<file path="src/rtl/slce_pkg.sv">
// ----------------------------------------------------------------------------
// slce_pkg
// Types and constants shared by the stereo left-right consistency block.
// ----------------------------------------------------------------------------
`timescale 1ns / 1ps

package slce_pkg;

	localparam int FLOW_W     = 16;
	localparam int BIAS_W     = 15;
	localparam int GAIN_W     = 16;
	localparam int DISP_W     = 10;
	localparam int ERR_W      = 13;
	localparam int MAG_W      = 15;
	localparam int VMAG_W     = 2 * MAG_W;
	localparam int FRAC_W     = 4;
	localparam int WIN_AW     = 7;
	localparam int VM_AW      = 6;
	localparam int CFG_IDX_W  = 2;
	localparam int CFG_DATA_W = 16;
	localparam int RECON_W    = 15;
	localparam int DIFF_W     = 14;
	localparam int PROD_V_W   = MAG_W + GAIN_W;
	localparam int PROD_C_W   = DIFF_W + GAIN_W;
	localparam int SUM_W      = 36;

	localparam logic [ERR_W-1:0] ERR_ONE = 13'd4096;

	typedef enum logic [CFG_IDX_W-1:0] {
		REG_BIAS  = 2'd0,
		REG_VGAIN = 2'd1,
		REG_CGAIN = 2'd2
	} cfg_reg_t;

	typedef enum logic [6:0] {
		ST_IDLE  = 7'b0000001,
		ST_ADDR  = 7'b0000010,
		ST_PTR   = 7'b0000100,
		ST_SAMP0 = 7'b0001000,
		ST_SAMP1 = 7'b0010000,
		ST_MUL   = 7'b0100000,
		ST_OUT   = 7'b1000000
	} state_t;

	typedef struct packed {
		logic              we;
		logic [WIN_AW-1:0] addr;
		logic [DISP_W-1:0] rdisp;
		logic [DISP_W-1:0] ldisp;
		logic [VMAG_W-1:0] vmag;
	} store_wr_t;

	typedef struct packed {
		logic diff_en;
		logic prod_en;
	} arith_ctl_t;

endpackage

</file>
<file path="src/rtl/slce_arith.sv">
// ----------------------------------------------------------------------------
// slce_arith
// Resample, mismatch, weighting and rounding for the two error lanes.
// ----------------------------------------------------------------------------
`timescale 1ns / 1ps

module slce_arith import slce_pkg::*; (
	input  logic                       clk,
	input  arith_ctl_t                 ctl,
	input  logic [GAIN_W-1:0]          vertical_gain,
	input  logic [GAIN_W-1:0]          consistency_gain,
	input  logic [1:0][DISP_W-1:0]     samp0,
	input  logic [1:0][DISP_W-1:0]     samp1,
	input  logic [1:0][FRAC_W-1:0]     frac,
	input  logic [1:0][DISP_W-1:0]     disp,
	input  logic [1:0][MAG_W-1:0]      vmag,
	output logic [1:0][ERR_W-1:0]      err
);

	logic [1:0][DIFF_W-1:0]   diff_s1;
	logic [1:0][PROD_V_W-1:0] pv_s2;
	logic [1:0][PROD_C_W-1:0] pc_s2;

	for (genvar i = 0; i < 2; i++) begin : g_lane
		logic [RECON_W-1:0] recon;
		logic [RECON_W-1:0] d8;
		logic [RECON_W-1:0] dif;
		logic [SUM_W-1:0]   sum;
		logic [SUM_W-1:0]   rnd;

		always_comb begin
			recon = RECON_W'((RECON_W'(16) - RECON_W'(frac[i])) * RECON_W'(samp0[i]))
				+ RECON_W'(RECON_W'(frac[i]) * RECON_W'(samp1[i]));
			d8    = RECON_W'({disp[i], 4'b0000});
			dif   = (recon > d8) ? (recon - d8) : (d8 - recon);
			sum   = SUM_W'({pv_s2[i], 4'b0000}) + SUM_W'(pc_s2[i]);
			rnd   = (sum + SUM_W'(128)) >> 8;
			err[i] = (rnd > SUM_W'(ERR_ONE)) ? ERR_ONE : rnd[ERR_W-1:0];
		end

		always_ff @(posedge clk) begin
			if (ctl.diff_en) begin
				diff_s1[i] <= dif[DIFF_W-1:0];
			end
			if (ctl.prod_en) begin
				pv_s2[i] <= PROD_V_W'(vmag[i]) * PROD_V_W'(vertical_gain);
				pc_s2[i] <= PROD_C_W'(diff_s1[i]) * PROD_C_W'(consistency_gain);
			end
		end
	end

endmodule

</file>
<file path="config.mk">
export PLATFORM = sky130hd
export DESIGN_NAME = slce_arith
export DESIGN_NICKNAME = d
export VERILOG_FILES = /design/src/rtl/slce_pkg.sv /design/src/rtl/slce_arith.sv
export SDC_FILE = /design/constraint.sdc
export NUM_CORES = 2
export LEC_CHECK = 0
export BUFFER_PORTS_ARGS = -buffer_cell sky130_fd_sc_hd__buf_2
export CORE_UTILIZATION = 30
export CTS_BUF_LIST = sky130_fd_sc_hd__clkbuf_8
export CTS_CLUSTER_SIZE = 14
export DETAILED_ROUTE_END_ITERATION = 12
export GPL_TIMING_DRIVEN = 0
export PLACE_DENSITY = 0.55
export SLEW_MARGIN = 20
export SYNTH_ARGS = -nofsm -noshare
export SYNTH_HDL_FRONTEND = slang
export SYNTH_SLANG_ARGS = --single-unit
</file>
<file path="constraint.sdc">
create_clock -name clk -period 11.8 [get_ports clk]
set_input_delay 2.36 -clock clk [delete_from_list [all_inputs] [get_ports clk]]
set_output_delay 2.36 -clock clk [all_outputs]
set_load 0.1 [all_outputs]
</file>
==> out/metrics.csv <==
stage,metric,value,unit
outcome,status,completed,
yosys,Post-Syn Nets,6431,
clock_network,number of H-tree levels,4,
yosys,Syn Area/Cell,9.144,µm²
critical_path,"slowest stage delay, CP",740,ps
yosys,"count leader, synth",inv_1,
yosys,Post-Synth XOR/XNOR Area,0.03642,
yosys,Synth Flop Type,edfxtp_1,
timing,Final Hold Vio Count,0,
yosys,Synth top area share,0.3634,
global_route,largest net degree at the start of global routing,83,
timing,Final Skew,29.25,ps
yosys,Synth Area in Compound Gates,0.07202,
clock_network,# hold bufs at CTS,0,
hold_path,Hold Crit Class,flip-flop to flip-flop,
die,Die Area,0.1507,mm²
routing,WL per Instance,17.36,µm
routing,ANT nets after route,0,
global_route,first-pass GRT wire length,195000,µm
die,die width,388.1,µm
placement,placed cells,6951,
critical_path,R2R Setup Slk,4490,ps
routing,DR DRC count,0,
global_route,global route overflow,0,
timing,maximum clock rate,93.35,MHz
critical_path,Worst EP required,12100,ps
yosys,largest family of logic cells by synthesized area,adder cells,
finish,Layout fillers,15470,
critical_path,CP Capture Type,flip-flop,
finish,fin cells,6992,
timing,Slew @ Worst Pin,1011,ps
critical_path,"most used cell, CP",fa_1,
clock_network,# resized after CTS,0,
finish,area of the multi-input gates,0.03641,mm²
yosys,asr flop ratio synth,0,
yosys,Post-Synth Simple-Gate Area,0.1725,
timing,RSZ-0062 raised after global routing,no,
routing,vias,33420,
timing,Slew Limit Fails,0,
global_route,initial antenna violation count,13,
yosys,Gate Count Post-Synth,4892,
yosys,sequential element share of the synthesized area,0.09532,
clock_network,Worst-Skew Late Latency,580,ps
routing,First DRT Iteration DRCs,1868,
placement,# port buffers,128,
yosys,Yosys cell types,76,
routing,Pre-Repair DR Iteration Count,6,
timing,Fin Hold WS,1167,ps
flow_run,Max Cap Viol,0,
finish,final core utilization,0.3262,
routing,final wirelength,121400,µm
placement,GP Congestion,0.9059,
timing,endpoints failing setup,0,
placement,HPWL Detailed,102400,µm
die,Starting Density,0.3026,
finish,Synth-to-Final Area Change,7.809,%
timing,crit share post-route,0.9079,
critical_path,CP startpoint kind,input pin,
yosys,area of the mapped netlist,0.04473,mm²
die,# rows,141,
yosys,synth warn,0,
timing,Final min period,10710,ps
clock_network,CTS tree,built,
finish,register area,0.004264,mm²
yosys,top post-synthesis cells by area,"fa_1, ha_1, edfxtp_1, inv_1, and2_1",
yosys,"FF+latch count, synth",142,
die,Core Footprint,0.1478,mm²
yosys,Synth Area in Adders,0.5295,
critical_path,CP Max Fanout,10,
global_route,Total GRT Usage,0.1644,
critical_path,critical path type,input pin to flip-flop,
critical_path,critical path data arrival time,11020,ps
timing,Max-slew headroom,0.3259,
clock_network,post-CTS setup repair buffer count,0,
clock_network,clock buffer count from CTS,17,
timing,Setup TNS Final,0,ps
clock_network,clock buffer depth,2,
finish,share of layout cells above drive strength 1,0.03641,
die,Boundary Pins,159,
yosys,number of flops mapped to enable cells by yosys,142,
clock_network,clock-pin slew on the worst setup and hold paths,100,ps
critical_path,slowest cell on the critical path,xnor2_1,
global_route,vias in the first global route,35140,
yosys,mux share of post-synthesis cell area,0.003496,
finish,Nets,6579,
yosys,largest area contributor in the netlist,fa_1,
die,die height,388.1,µm
yosys,Commonest cells post-synth,"inv_1, fa_1, nand2_1, ha_1, and2_1",
clock_network,# clock sinks,142,
clock_network,Clock Root Buffer,clkbuf_8,
routing,Vias/cell,4.779,
## routing by layer
metal	GRT usage	vias up	wire length [µm]	share of wire
li1	-	15630	-	-
met1	0.2094	16810	51850	0.43
met2	0.2851	752	60210	0.50
met3	0.02012	212	5361	0.044
met4	0.05828	6	3940	0.032
met5	0	-	34	0.00028
## kinds of logic (layout without fill, tap and decap cells)
| group | count (synthesis) | in the layout |
|---|---|---|
| AO/OA/AOI/OAI | 490 | 490 |
| XOR/XNOR | 186 | 186 |
| adder cells (fa/ha/maj) | 1406 | 1406 |
| buffers and inverters | 1080 | 1241 |
| flip-flops | 142 | 142 |
| multiplexers | 15 | 15 |
| other | 0 | 9 |
| AND/OR/NAND/NOR | 1573 | 1573 |
## area by class of cell
class	count	share of cell area
clock buffers	17	0.004852
multi-input cells	3670	0.7551
plain buffers	195	0.01520
repair buffers	129	0.01398
well taps	1930	0.05007
clock inverters	15	0.003061
diodes	9	0.0004670
inverters	885	0.06888
flip-flops and latches	142	0.08842
## critical path: cells and delay by family
kind	cells	cell delay, ps
buffers and inverters	8	1370
XOR/XNOR	3	1100
AO/OA/AOI/OAI	8	1560
adder cells (fa/ha/maj)	8	3290
AND/OR/NAND/NOR	6	1340
## per-stage QoR
stage | setup slack, ps | area [µm²]
after global routing | 301.3 | 48220
after floorplan | 1962 | 44730
after detailed placement | 520.1 | 47820
final | 1087 | 48230
after global placement | 567.4 | 47790
after CTS | 1093 | 48200
## final timing paths
kind,startpoint,to,depth (start not counted)
min,diff_s1[0]$_DFFE_PP_,pc_s2[5]$_DFFE_PP_,4
min reg2reg,diff_s1[0]$_DFFE_PP_,pc_s2[5]$_DFFE_PP_,4
max reg2reg,diff_s1[3]$_DFFE_PP_,pc_s2[28]$_DFFE_PP_,22
max,frac[4],diff_s1[23]$_DFFE_PP_,33
## state kept, by name, summed over array words and instances (netlist names)
| register | cells |
|---|---|
| pc_s2 | 52 |
| pv_s2 | 62 |
| diff_s1 | 28 |
## placed cells by master, fill, tap and decap left out, types with 121 or more instances in the layout
cell type / instances
clkbuf_1: 193
a21oi_1: 136
and2_1: 498
nand2_1: 713
buf_2: 128
fa_1: 812
edfxtp_1: 142
xnor2_1: 121
ha_1: 594
inv_1: 885
Power is left out: the tool's default activity adds up to more than one toggle a clock period on the data nets, which glitch-free logic cannot reach.
